`config.mk`:
```
export PLATFORM = sky130hd
export DESIGN_NAME = depth_autorange_jet_colormap_core
export DESIGN_NICKNAME = d
export VERILOG_FILES = /design/src/hw/rtl/dajc_pkg.sv /design/src/hw/rtl/dajc_regs.sv /design/src/hw/rtl/dajc_ctrl.sv /design/src/hw/rtl/dajc_datapath.sv /design/src/hw/rtl/depth_autorange_jet_colormap_core.sv
export SDC_FILE = /design/constraint.sdc
export NUM_CORES = 1
export LEC_CHECK = 0
export ABC_AREA = 1
export BUFFER_PORTS_ARGS = -buffer_cell sky130_fd_sc_hd__buf_2
export CORE_ASPECT_RATIO = 1.25
export CORE_MARGIN = 5
export CORE_UTILIZATION = 56
export DETAILED_ROUTE_END_ITERATION = 10
export PLACE_DENSITY_LB_ADDON = 0.05
export RECOVER_POWER = 50
export SLEW_MARGIN = 20
export SYNTH_ARGS = -nofsm -noshare
export SYNTH_HDL_FRONTEND = slang
export SYNTH_SLANG_ARGS = --single-unit
```
`constraint.sdc`:
```
create_clock -name i_clk -period 4.3 [get_ports i_clk]
set_input_delay 0 -clock i_clk [delete_from_list [all_inputs] [get_ports i_clk]]
set_output_delay 0 -clock i_clk [all_outputs]
set_load 0.01 [all_outputs]
```
`src/hw/rtl/dajc_pkg.sv`:
```
// ----------------------------------------------------------------------------
// Depth auto-range JET colormap package
// Shared types and constants for the colormap controller, datapath and
// register block.
// ----------------------------------------------------------------------------
package dajc_pkg;

    localparam int CFG_W = 16;

    localparam logic REG_FALLBACK = 1'b0;
    localparam logic REG_MIN_SPAN = 1'b1;

    localparam logic [CFG_W-1:0] FALLBACK_RESET = 16'd5000;
    localparam logic [CFG_W-1:0] MIN_SPAN_RESET = 16'd10;

    localparam logic [7:0] CHAN_FULL = 8'd255;

    typedef struct packed {
        logic [CFG_W-1:0] fallback_max_depth;
        logic [CFG_W-1:0] min_span;
    } t_cfg;

    typedef struct packed {
        logic track;
        logic load;
        logic latch;
        logic prep;
        logic div_step;
        logic color;
        logic emit;
    } t_cmd;

    typedef struct packed {
        logic need_div;
        logic div_last;
    } t_status;

    typedef enum logic [1:0] {
        SEG_BLUE_CYAN    = 2'd0,
        SEG_CYAN_GREEN   = 2'd1,
        SEG_GREEN_YELLOW = 2'd2,
        SEG_YELLOW_RED   = 2'd3
    } t_seg;

endpackage

```
`src/hw/rtl/dajc_regs.sv`:
```
// ----------------------------------------------------------------------------
// Depth auto-range JET colormap configuration registers
// APB-style register block holding the fallback range end and minimum span.
// ----------------------------------------------------------------------------
module dajc_regs
    import dajc_pkg::*;
(
    input  logic        i_clk,
    input  logic        i_rst_n,
    input  logic        psel,
    input  logic        penable,
    input  logic        pwrite,
    input  logic [2:0]  paddr,
    input  logic [31:0] pwdata,
    output logic [31:0] prdata,
    output logic        pready,
    output t_cfg        o_cfg
);

    logic [CFG_W-1:0] r_fallback;
    logic [CFG_W-1:0] r_min_span;
    logic             wr_en;

    assign pready = 1'b1;
    assign wr_en  = psel && penable && pwrite && pready;

    always_ff @(posedge i_clk) begin
        if (!i_rst_n) begin
            r_fallback <= FALLBACK_RESET;
            r_min_span <= MIN_SPAN_RESET;
        end else if (wr_en) begin
            unique case (paddr[2])
                REG_FALLBACK: r_fallback <= pwdata[CFG_W-1:0];
                REG_MIN_SPAN: r_min_span <= pwdata[CFG_W-1:0];
                default: ;
            endcase
        end
    end

    always_comb begin
        unique case (paddr[2])
            REG_FALLBACK: prdata = {{(32-CFG_W){1'b0}}, r_fallback};
            REG_MIN_SPAN: prdata = {{(32-CFG_W){1'b0}}, r_min_span};
            default:      prdata = '0;
        endcase
    end

    assign o_cfg.fallback_max_depth = r_fallback;
    assign o_cfg.min_span           = r_min_span;

endmodule

```
`src/hw/rtl/dajc_ctrl.sv`:
```
// ----------------------------------------------------------------------------
// Depth auto-range JET colormap controller
// Runs render requests through range latch, optional division, color, output.
// ----------------------------------------------------------------------------
module dajc_ctrl
    import dajc_pkg::*;
(
    input  logic    i_clk,
    input  logic    i_rst_n,
    input  logic    i_s_valid,
    input  logic    i_s_command,
    output logic    o_s_ready,
    output logic    o_m_valid,
    input  logic    i_m_ready,
    input  t_status i_status,
    output t_cmd    o_cmd
);

    typedef enum logic [5:0] {
        ST_IDLE  = 6'b000001,
        ST_LATCH = 6'b000010,
        ST_PREP  = 6'b000100,
        ST_DIV   = 6'b001000,
        ST_COLOR = 6'b010000,
        ST_EMIT  = 6'b100000
    } t_state;

    t_state r_state, n_state;
    logic   r_out_valid, n_out_valid;
    logic   out_free;

    assign out_free  = !r_out_valid || i_m_ready;
    assign o_s_ready = (r_state == ST_IDLE);
    assign o_m_valid = r_out_valid;

    always_comb begin
        n_state = r_state;
        o_cmd   = '0;
        unique case (r_state)
            ST_IDLE: begin
                if (i_s_valid) begin
                    if (i_s_command) begin
                        o_cmd.load = 1'b1;
                        n_state    = ST_LATCH;
                    end else begin
                        o_cmd.track = 1'b1;
                    end
                end
            end
            ST_LATCH: begin
                o_cmd.latch = 1'b1;
                n_state     = ST_PREP;
            end
            ST_PREP: begin
                o_cmd.prep = 1'b1;
                n_state    = i_status.need_div ? ST_DIV : ST_COLOR;
            end
            ST_DIV: begin
                o_cmd.div_step = 1'b1;
                if (i_status.div_last) begin
                    n_state = ST_COLOR;
                end
            end
            ST_COLOR: begin
                o_cmd.color = 1'b1;
                n_state     = ST_EMIT;
            end
            ST_EMIT: begin
                if (out_free) begin
                    o_cmd.emit = 1'b1;
                    n_state    = ST_IDLE;
                end
            end
            default: n_state = ST_IDLE;
        endcase
    end

    always_comb begin
        if (o_cmd.emit) begin
            n_out_valid = 1'b1;
        end else if (i_m_ready) begin
            n_out_valid = 1'b0;
        end else begin
            n_out_valid = r_out_valid;
        end
    end

    always_ff @(posedge i_clk) begin
        if (!i_rst_n) begin
            r_state     <= ST_IDLE;
            r_out_valid <= 1'b0;
        end else begin
            r_state     <= n_state;
            r_out_valid <= n_out_valid;
        end
    end

    a_emit_slot_free: assert property (@(posedge i_clk) disable iff (!i_rst_n)
        o_cmd.emit |-> (!r_out_valid || i_m_ready))
        else $error("result written over one not yet taken");

    a_emit_sets_valid: assert property (@(posedge i_clk) disable iff (!i_rst_n)
        o_cmd.emit |=> (r_out_valid && r_state == ST_IDLE))
        else $error("emitted result not presented");

    a_busy_not_ready: assert property (@(posedge i_clk) disable iff (!i_rst_n)
        (r_state != ST_IDLE) |-> !(o_cmd.load || o_cmd.track))
        else $error("request taken while busy");

endmodule

```
`src/hw/rtl/dajc_datapath.sv`:
```
// ----------------------------------------------------------------------------
// Depth auto-range JET colormap datapath
// Range tracking, range latch, bit-serial normalizing divider and JET mapping.
// ----------------------------------------------------------------------------
module dajc_datapath
    import dajc_pkg::*;
#(
    parameter int DEPTH_BITS         = 16,
    parameter int NORM_FRACTION_BITS = 16
) (
    input  logic                  i_clk,
    input  logic                  i_rst_n,
    input  t_cfg                  i_cfg,
    input  t_cmd                  i_cmd,
    output t_status               o_status,
    input  logic [DEPTH_BITS-1:0] i_depth,
    input  logic                  i_not_finite,
    input  logic                  i_last,
    output logic [7:0]            o_red,
    output logic [7:0]            o_green,
    output logic [7:0]            o_blue,
    output logic                  o_last
);

    localparam int F      = NORM_FRACTION_BITS;
    localparam int SPAN_W = (DEPTH_BITS > CFG_W) ? DEPTH_BITS : CFG_W;
    localparam int CNT_W  = $clog2(F);
    localparam logic [F:0] ONE     = (F+1)'(1) << F;
    localparam logic [F:0] QUARTER = ONE >> 2;

    logic [DEPTH_BITS-1:0] r_lowest, r_highest, r_base;
    logic                  r_any;
    logic [SPAN_W-1:0]     r_span;
    logic [DEPTH_BITS-1:0] r_depth;
    logic                  r_valid, r_last;
    logic [SPAN_W-1:0]     r_rem;
    logic [F:0]            r_n;
    logic [CNT_W-1:0]      r_cnt;
    t_seg                  r_seg;
    logic [F-2:0]          r_u;
    logic [7:0]            r_red, r_green, r_blue;
    logic                  r_out_last;

    logic                  in_valid;
    logic                  use_meas;
    logic [SPAN_W-1:0]     lat_lo, lat_hi, lat_span;
    logic [DEPTH_BITS-1:0] diff;
    logic [SPAN_W-1:0]     diff_ext;
    logic                  below_base, over_span;
    logic [SPAN_W:0]       rem2, rem_sub;
    logic                  rem_ge;
    logic [F:0]            t_val;
    t_seg                  seg;
    logic [F:0]            u_wide;
    logic [F+6:0]          prod;
    logic [7:0]            scaled;
    logic [7:0]            red, green, blue;

    assign in_valid = (i_depth != '0) && !i_not_finite;

    always_comb begin
        use_meas = r_any && (r_lowest < r_highest);
        lat_lo   = use_meas ? SPAN_W'(r_lowest) : '0;
        lat_hi   = use_meas ? SPAN_W'(r_highest) : SPAN_W'(i_cfg.fallback_max_depth);
        lat_span = lat_hi - lat_lo;
        if (lat_span < SPAN_W'(i_cfg.min_span)) begin
            lat_span = SPAN_W'(i_cfg.min_span);
        end
        if (lat_span == '0) begin
            lat_span = SPAN_W'(1);
        end
    end

    assign diff       = r_depth - r_base;
    assign diff_ext   = SPAN_W'(diff);
    assign below_base = !r_valid || (r_depth <= r_base);
    assign over_span  = diff_ext >= r_span;

    assign o_status.need_div = !below_base && !over_span;
    assign o_status.div_last = (r_cnt == CNT_W'(F-1));

    assign rem2    = {r_rem, 1'b0};
    assign rem_ge  = rem2 >= {1'b0, r_span};
    assign rem_sub = rem2 - {1'b0, r_span};

    always_comb begin
        t_val = ONE - r_n;
        priority if (t_val < QUARTER) begin
            seg    = SEG_BLUE_CYAN;
            u_wide = t_val;
        end else if (t_val < (QUARTER << 1)) begin
            seg    = SEG_CYAN_GREEN;
            u_wide = (QUARTER << 1) - t_val;
        end else if (t_val < (QUARTER + (QUARTER << 1))) begin
            seg    = SEG_GREEN_YELLOW;
            u_wide = t_val - (QUARTER << 1);
        end else begin
            seg    = SEG_YELLOW_RED;
            u_wide = ONE - t_val;
        end
    end

    assign prod   = (F+7)'(r_u) * (F+7)'(CHAN_FULL);
    assign scaled = prod[F+5:F-2];

    always_comb begin
        unique case (r_seg)
            SEG_BLUE_CYAN: begin
                red = '0; green = scaled; blue = CHAN_FULL;
            end
            SEG_CYAN_GREEN: begin
                red = '0; green = CHAN_FULL; blue = scaled;
            end
            SEG_GREEN_YELLOW: begin
                red = scaled; green = CHAN_FULL; blue = '0;
            end
            SEG_YELLOW_RED: begin
                red = CHAN_FULL; green = scaled; blue = '0;
            end
            default: begin
                red = '0; green = '0; blue = '0;
            end
        endcase
        if (!r_valid) begin
            red = '0; green = '0; blue = '0;
        end
    end

    always_ff @(posedge i_clk) begin
        if (!i_rst_n) begin
            r_lowest  <= '1;
            r_highest <= '0;
            r_any     <= 1'b0;
            r_base    <= '0;
            r_span    <= '0;
        end else if (i_cmd.emit && r_last) begin
            r_lowest  <= '1;
            r_highest <= '0;
            r_any     <= 1'b0;
            r_base    <= '0;
            r_span    <= '0;
        end else begin
            if (i_cmd.track && in_valid) begin
                if (i_depth < r_lowest) begin
                    r_lowest <= i_depth;
                end
                if (i_depth > r_highest) begin
                    r_highest <= i_depth;
                end
                r_any <= 1'b1;
            end
            if (i_cmd.latch && (r_span == '0)) begin
                r_base <= DEPTH_BITS'(lat_lo);
                r_span <= lat_span;
            end
        end
    end

    always_ff @(posedge i_clk) begin
        if (i_cmd.load) begin
            r_depth <= i_depth;
            r_valid <= in_valid;
            r_last  <= i_last;
        end
        if (i_cmd.prep) begin
            r_rem <= diff_ext;
            r_cnt <= '0;
            r_n   <= (!below_base && over_span) ? ONE : '0;
        end
        if (i_cmd.div_step) begin
            r_rem <= rem_ge ? rem_sub[SPAN_W-1:0] : rem2[SPAN_W-1:0];
            r_n   <= {r_n[F-1:0], rem_ge};
            r_cnt <= r_cnt + CNT_W'(1);
        end
        if (i_cmd.color) begin
            r_seg <= seg;
            r_u   <= u_wide[F-2:0];
        end
        if (i_cmd.emit) begin
            r_red      <= red;
            r_green    <= green;
            r_blue     <= blue;
            r_out_last <= r_last;
        end
    end

    assign o_red   = r_red;
    assign o_green = r_green;
    assign o_blue  = r_blue;
    assign o_last  = r_out_last;

    a_span_nonzero: assert property (@(posedge i_clk) disable iff (!i_rst_n)
        i_cmd.latch |=> (r_span != '0))
        else $error("divisor is zero after range latch");

    a_rem_below_span: assert property (@(posedge i_clk) disable iff (!i_rst_n)
        i_cmd.div_step |-> (r_rem < r_span))
        else $error("divider remainder out of range");

    a_norm_bounded: assert property (@(posedge i_clk) disable iff (!i_rst_n)
        i_cmd.color |-> (r_n <= ONE))
        else $error("normalized depth above one");

    a_clear_on_last: assert property (@(posedge i_clk) disable iff (!i_rst_n)
        (i_cmd.emit && r_last) |=> (r_span == '0 && !r_any))
        else $error("range state not cleared at end of render pass");

endmodule

```
`src/hw/rtl/depth_autorange_jet_colormap_core.sv`:
```
// ----------------------------------------------------------------------------
// Depth auto-range JET colormap core
// Measures the depth range of a frame, then renders it through a JET colormap.
// ----------------------------------------------------------------------------
// A measure request is taken while idle. A render request whose depth falls strictly
// inside the latched range passes through the range latch, preparation, the
// normalizing divider, color and output states; the divider is restoring and
// produces one quotient bit per cycle. Other render requests (invalid pixel, at or below
// the base, or at or above the top) skip the divider. While a result waits in the output
// register the next request is taken. Clearing after the last render pixel is immediate; there is no clearing pass.
module depth_autorange_jet_colormap_core
    import dajc_pkg::*;
#(
    parameter int DEPTH_BITS         = 16,
    parameter int NORM_FRACTION_BITS = 16
) (
    input  logic                                i_clk,
    input  logic                                i_rst_n,
    input  logic                                i_s_axis_tvalid,
    output logic                                o_s_axis_tready,
    // depth_mm, zero padded to whole bytes
    input  logic [((DEPTH_BITS+7)/8)*8-1:0]     i_s_axis_tdata,
    // command, not_finite
    input  logic [1:0]                          i_s_axis_tuser,
    input  logic                                i_s_axis_tlast,
    output logic                                o_m_axis_tvalid,
    input  logic                                i_m_axis_tready,
    // red, green, blue
    output logic [23:0]                         o_m_axis_tdata,
    output logic                                o_m_axis_tlast,
    input  logic                                psel,
    input  logic                                penable,
    input  logic                                pwrite,
    input  logic [2:0]                          paddr,
    input  logic [31:0]                         pwdata,
    output logic [31:0]                         prdata,
    output logic                                pready
);

    t_cfg       cfg;
    t_cmd       cmd;
    t_status    status;
    logic [7:0] red, green, blue;

    dajc_regs u_regs (
        .i_clk   (i_clk),
        .i_rst_n (i_rst_n),
        .psel    (psel),
        .penable (penable),
        .pwrite  (pwrite),
        .paddr   (paddr),
        .pwdata  (pwdata),
        .prdata  (prdata),
        .pready  (pready),
        .o_cfg   (cfg)
    );

    dajc_ctrl u_ctrl (
        .i_clk       (i_clk),
        .i_rst_n     (i_rst_n),
        .i_s_valid   (i_s_axis_tvalid),
        .i_s_command (i_s_axis_tuser[0]),
        .o_s_ready   (o_s_axis_tready),
        .o_m_valid   (o_m_axis_tvalid),
        .i_m_ready   (i_m_axis_tready),
        .i_status    (status),
        .o_cmd       (cmd)
    );

    dajc_datapath #(
        .DEPTH_BITS         (DEPTH_BITS),
        .NORM_FRACTION_BITS (NORM_FRACTION_BITS)
    ) u_datapath (
        .i_clk        (i_clk),
        .i_rst_n      (i_rst_n),
        .i_cfg        (cfg),
        .i_cmd        (cmd),
        .o_status     (status),
        .i_depth      (i_s_axis_tdata[DEPTH_BITS-1:0]),
        .i_not_finite (i_s_axis_tuser[1]),
        .i_last       (i_s_axis_tlast),
        .o_red        (red),
        .o_green      (green),
        .o_blue       (blue),
        .o_last       (o_m_axis_tlast)
    );

    assign o_m_axis_tdata = {blue, green, red};

endmodule

```
# Yosys cells after proc, flatten, opt, wreduce, memory -nomap -nowiden
# Cells that the tools add are included.
# totals
reg_bits	201
in_bits	61
output_inout_bits	60
# op_classes
n_addsub	8
multipliers	1
n_lt_le_gt_ge	10
n_eq_ne	14
muxes	39
bitwise_logic	2
reduce_logical	33
# op_table
cell	n
two-way mux 16 bit	7
case mux 32 bit (2 select lines)	1
two-way mux 17 bit	3
less-than comparator 16 bit	3
case mux 8 bit (3 select lines)	2
subtractor 16 bit	3
two-way mux 15 bit	3
case mux 6 bit (6 select lines)	1
less-than comparator 17 x 16 -> 1 bit (second input constant)	2
zero test 16 bit	2
subtractor 1 x 15 -> 15 bit (first input constant)	2
two-way mux 6 bit	4
multiplier 15 x 8 -> 22 bit (second input constant)	1
greater-or-equal comparator 17 x 16 -> 1 bit	1
less-than comparator 17 x 15 -> 1 bit (second input constant)	1
subtractor 17 bit (first input constant)	1
greater-or-equal comparator 16 bit	1
> comparator 16 bit	1
less-or-equal comparator 16 bit	1
case mux 8 bit (2 select lines)	1
nonzero test 16 bit	1
subtractor 15 x 1 -> 15 bit (second input constant)	1
two-way mux 1 bit	12
OR reduction 2 bit	6
other kinds (23)	46

# Longest topological paths before layout
# logic_depth
ltp_word	8
mapped_depth	40

# Hierarchy
# From an unflattened synthesis, not the netlist that was laid out.
# hier_totals
cells_unflattened	2095
area_unflattened_um2	16171.8
# modules_own_cells
mod	instances	cells_per_inst	area_per_inst_um2	seq_area_each_um2
dajc_datapath	1	1772	14053.5	4214.0
dajc_regs	1	258	1686.6	640.6
dajc_ctrl	1	65	431.7	140.1

# Least setup slack after synthesis
# No wires, ideal clock.
# synth_path
path_kind	reg-to-reg
startpoint	register u_datapath.r_highest[15]
endpoint	register u_datapath.r_span[0]
setup_ns	0.070
arrival_time_ns	4.617
required_ns	4.230
path_slack_ns	-0.386
stages_incl_launch_ff	35
synth_period_minus_slack_ns	4.686
cell_sequence	dfxtp_1 -> inv_1 -> ha_1 -> nand2_1 -> nor4_1 -> nand2_1 -> nand2_1 -> clkbuf_1 -> nand2_1 -> o21ai_0 -> ha_1 -> inv_1 -> fa_1 -> nand3_1 -> nand3_1 -> nand3_1 -> nand3_1 -> nand2_1 -> inv_1 -> o21ai_0 -> nand3b_1 -> nand2_1 -> inv_1 -> ha_1 -> nand2_1 -> nor4_1 -> nand2_1 -> nand2_2 -> buf_2 -> o21ai_0 -> nor2_1 -> nand3_1 -> nor2_1 -> nand3_1 -> a21oi_1
# synth_via
elab_chain_cells	8
elab_cells_between_ends	9
# synth_rtl
item	line_no	rtl
start, declared	dajc_datapath.sv:31	logic [DEPTH_BITS-1:0] r_lowest, r_highest, r_base;
start signal, assigned	dajc_datapath.sv:148	r_highest <= i_depth;
less-than comparator 16 bit	dajc_datapath.sv:62	use_meas = r_any && (r_lowest < r_highest);
logical AND 1 bit	dajc_datapath.sv:62	
two-way mux 16 bit, on equally long branches	dajc_datapath.sv:64, dajc_datapath.sv:63	
subtractor 16 bit *	dajc_datapath.sv:65	lat_span = lat_hi - lat_lo;
less-than comparator 16 bit	dajc_datapath.sv:66	if (lat_span < SPAN_W'(i_cfg.min_span)) begin
two-way mux 16 bit *	dajc_datapath.sv:66	
zero test 16 bit	dajc_datapath.sv:69	if (lat_span == '0) begin
two-way mux 16 bit *	dajc_datapath.sv:69	
end signal, assigned	dajc_datapath.sv:154	r_span <= lat_span;
end, declared	dajc_datapath.sv:33	logic [SPAN_W-1:0] r_span;
# Mark *: on every way between the ends. The rest lies on a longest branch, timed or not.
# A chain may end at the register's enable or synchronous reset.

# Worst setup path after layout
# layout_path
startpoint	register u_datapath.r_highest[9]
endpoint	register u_datapath.r_span[0]
# The elaborated chain is that of the path after synthesis.

==> impl_results.md <==
* Die height at 197.2 um
* Via Count at 14840
* Critical path class: flip-flop to flip-flop
* Mapped cell area at 15700 um^2
* Fmax achieved at 218.1 MHz
* H-tree depth at 1
* Critical path endpoint category: flip-flop
* Hpwl dp at 35.47 mm
* Skew-Pair Late Insertion Delay at 0.52 ns
* Ys async rst share at 0%
* Hold path start: i_s_axis_tvalid
* Die Wd at 159.8 um
* Sequential share of the synthesized area at 31.82%
* CTS tree: yes
* Min cycle time layout at 4.586 ns
* Vias in the first global route at 15080
* Finished Core Util at 75.56%
* Adder-Cell Fraction of Synth Area at 21.77%
* Pwr per Cell Area at 334.7 nW/um^2
* Post-synth cell types at 54
* Final ANT Viol Nets at 0
* Clk root buf: clkbuf_16
* Top FF cell, synth: dfxtp_1
* Max-slew violations at 0
* Core area at 27650 um^2
* Reg2Reg Setup Slack at -0.29 ns
* Initial DRC Count at 767
* Pre-Repair DR Iteration Count at 5
* Critical Path Max Stage Delay at 0.34 ns
* Final wirelength at 47.71 mm
* Hold depth at 5
* Total overflow reported by the global router at 0
* Yosys top cell area share at 18.55%
* HP Class: input port to flip-flop
* Syn-to-layout area delta at 33.09%
* Mux contribution to synthesized area at 0%
* Outcome: finished with violations
* Slowest-stage cell, CP: dfxtp_2
* Critical path arrival at 5.03 ns
* Main combinational cell family by area after synthesis: adder cells
* Via-to-Cell Ratio at 5.482
* Final Hold Viols at 0
* Crit start category: flip-flop
* Reg clk slew, reported paths at 0.06 ns
* CP required at 4.74 ns
* Hold Path Sink: u_ctrl.r_state[5]
* Final setup vio count at 26
* Compound-cell area share of the yosys netlist at 13.02%
* Row count at 68
* Worst slew margin at 13.14%
* R2r endpoint: u_datapath.r_span[0]
* Tightest Pin Transition at 1.303 ns
* Post-Route Setup TNS at -2.405 ns
* LEAKAGE at 9.521 nW
* Simple-Gate Fraction of Synth Area at 19.65%
* Worst-path maximum fanout at 8
* Ranking of synthesized cells by area: edfxtp_1 (19%), dfxtp_1 (13%), ha_1 (13%), nand2_1 (9.2%), fa_1 (8.5%)
* Nets at 2634
* WL per Instance at 17.63 um
* VDD IR max at 0.0003581 V
* Worst R2R Start: u_datapath.r_highest[9]
* Post-synth top area cell: edfxtp_1
* # DRC at 0
* Yosys warning count at 0
* RSZ-0062 raised after global routing: yes
* Post-synthesis instance total at 1997
* Starting Density at 56.77%
* Clock Path Buffers at 3
* Xor-xnor portion of the synthesized cell area at 3.555%
* I/O Buffers at 85
* Slack of the critical path at -0.2857 ns
* R2R cell count at 33
* Max-Cap Viols at 0
* Violated checks: setup timing
* Final Cycle Share at 106.6%
* Sink Count at 201
* Num CTS Buffers at 23
* Io pins at 121
* GP Congestion at 0.9464
* Fraction of layout cells with a size suffix above 1 at 24.79%
* First-pass GRT wire length at 74.55 mm
* Seq cells post-synth at 201
* GR Util All Layers at 29.19%
* Die Area at 31500 um^2
* Post-synth EDFFs at 97
* Antenna cell count at 0
* FILL cells at 2087
* Clock Skew at 0.01821 ns
* Largest net degree at the start of global routing at 46
* Initial antenna violation count at 0
* Mapped Avg Cell Area at 7.861 um^2
cells in the mapped netlist, drive strengths merged (2+ instances only):
master   instances
xnor2           15
o21bai           6
a21o             3
o2111ai          5
nand2          392
nand4           28
a21boi           5
clkbuf          27
ha             166
nor2           159
edfxtp          97
o211ai          18
conb             2
nor3            21
or2              4
dfxtp          104
o31ai            5
xor2            47
buf             33
fa              67
clkinv           4
nor4            15
inv            336
nand3           95
o21ai          163
a21oi          157
a31oi            3
and2             4
o21a             4
stage by stage:
stage          setup slack (ns)  area [um^2]  power [mW]  hold slack, ns  instances
2_1_floorplan          0.008446        15830       3.568         0.09887       2012
3_3_place_gp            -0.3887        17670       4.296          0.1780       2559
3_5_place_dp            -0.4834        17670       4.347          0.1781       2559
4_1_cts                 -0.1293        19910       6.711        0.003285       2682
5_1_grt                 -0.4917        20890       7.379         0.04836       2706
6_report                -0.2857        20890       6.993        0.003748       2706
state kept, by name, indices dropped and copies added (netlist names), 2 cells and up:
register,count
u_ctrl.r_state,6
u_datapath.o_blue,8
u_datapath.o_green,8
u_datapath.o_red,8
u_datapath.r_base,16
u_datapath.r_cnt,4
u_datapath.r_depth,16
u_datapath.r_highest,16
u_datapath.r_lowest,16
u_datapath.r_n,17
u_datapath.r_rem,16
u_datapath.r_seg,2
u_datapath.r_span,16
u_datapath.r_u,15
u_regs.r_fallback,16
u_regs.r_min_span,16
cell usage in the layout, fill, tap and decap left out, types with 26 or more instances in the layout:
master         instances
o21ai_0              119
ha_1                 132
fa_1                  52
buf_6                 26
edfxtp_1              97
nand2_2               72
buf_4                187
xor2_1                39
o21ai_2               26
nor2_1               141
nand4_1               28
clkbuf_1              67
a21oi_1              113
dlygate4sd3_1         51
nand2_1              304
dfxtp_1               93
inv_1                318
ha_4                  32
a21oi_2               38
nand3_1               81
cell type report:
| type | instances | area [um^2] | share of cell area [%] |
|---|---|---|---|
| clock inverters | 11 | 162.7 | 0.7785 |
| clock buffers | 30 | 663.1 | 3.174 |
| multi-input cells | 1415 | 10640 | 50.94 |
| flip-flops and latches | 201 | 5009 | 23.97 |
| well taps | 350 | 437.9 | 2.096 |
| inverters | 340 | 1284 | 6.144 |
| repair buffers | 359 | 2694 | 12.89 |
cell families after synthesis:
family                     after synthesis
AOI/OAI and AO/OA                      376
xor gates and xnor gates                62
adders and majority gates              233
buffers and inverters                  400
DFF                                    201
other                                    2
and+or+nand+nor                        723
worst max-delay path: cells and delay by family, from the launching register on:
kind                     cells  cell delay [ns]
AO/OA/AOI/OAI               10             1.16
AND/OR/NAND/NOR             11             1.13
buffers and inverters        9             1.10
adder cells (fa/ha/maj)      3             0.77
flip-flops                   1             0.34
power breakdown:
group	internal [mW]	leakage, nW	switching, mW
Clock	1.33	0.401	0.811
Combinational	1.10	7.42	1.50
Sequential	2.17	1.70	0.0855
per-layer routing:
layer / track usage, % / up-vias / wire length (um)
li1: - / 7225 / -
met1: 30.20 / 6955 / 16890
met2: 55.59 / 457 / 25000
met3: 3.423 / 198 / 1997
met4: 18.84 / 0 / 3815
met5: 0 / - / 0
worst max path at each step:
stage | end | cells past startpoint | slack [ns] | startpoint
after floorplan | u_datapath.r_span[0] | 35 | 0.008 | u_datapath.r_highest[15]
after global placement | u_datapath.r_span[0] | 32 | -0.39 | u_datapath.r_highest[15]
after detailed placement | u_datapath.r_span[0] | 29 | -0.48 | u_datapath.r_highest[11]
after CTS | u_datapath.r_span[0] | 29 | -0.13 | u_datapath.r_highest[9]
after global routing | u_datapath.r_span[0] | 36 | -0.49 | u_datapath.r_highest[9]
final | u_datapath.r_span[0] | 33 | -0.29 | u_datapath.r_highest[9]
what timing repair did:
item	CTS	global route
setup buffers	27	24
setup endpoints to repair	39	40
cloned	4	1
endpoints found under the hold margin	85	0
hold buffers	51	0
resized for setup	161	221
pin swaps	104	124
Note: power is estimated with default switching activity, not from simulation.
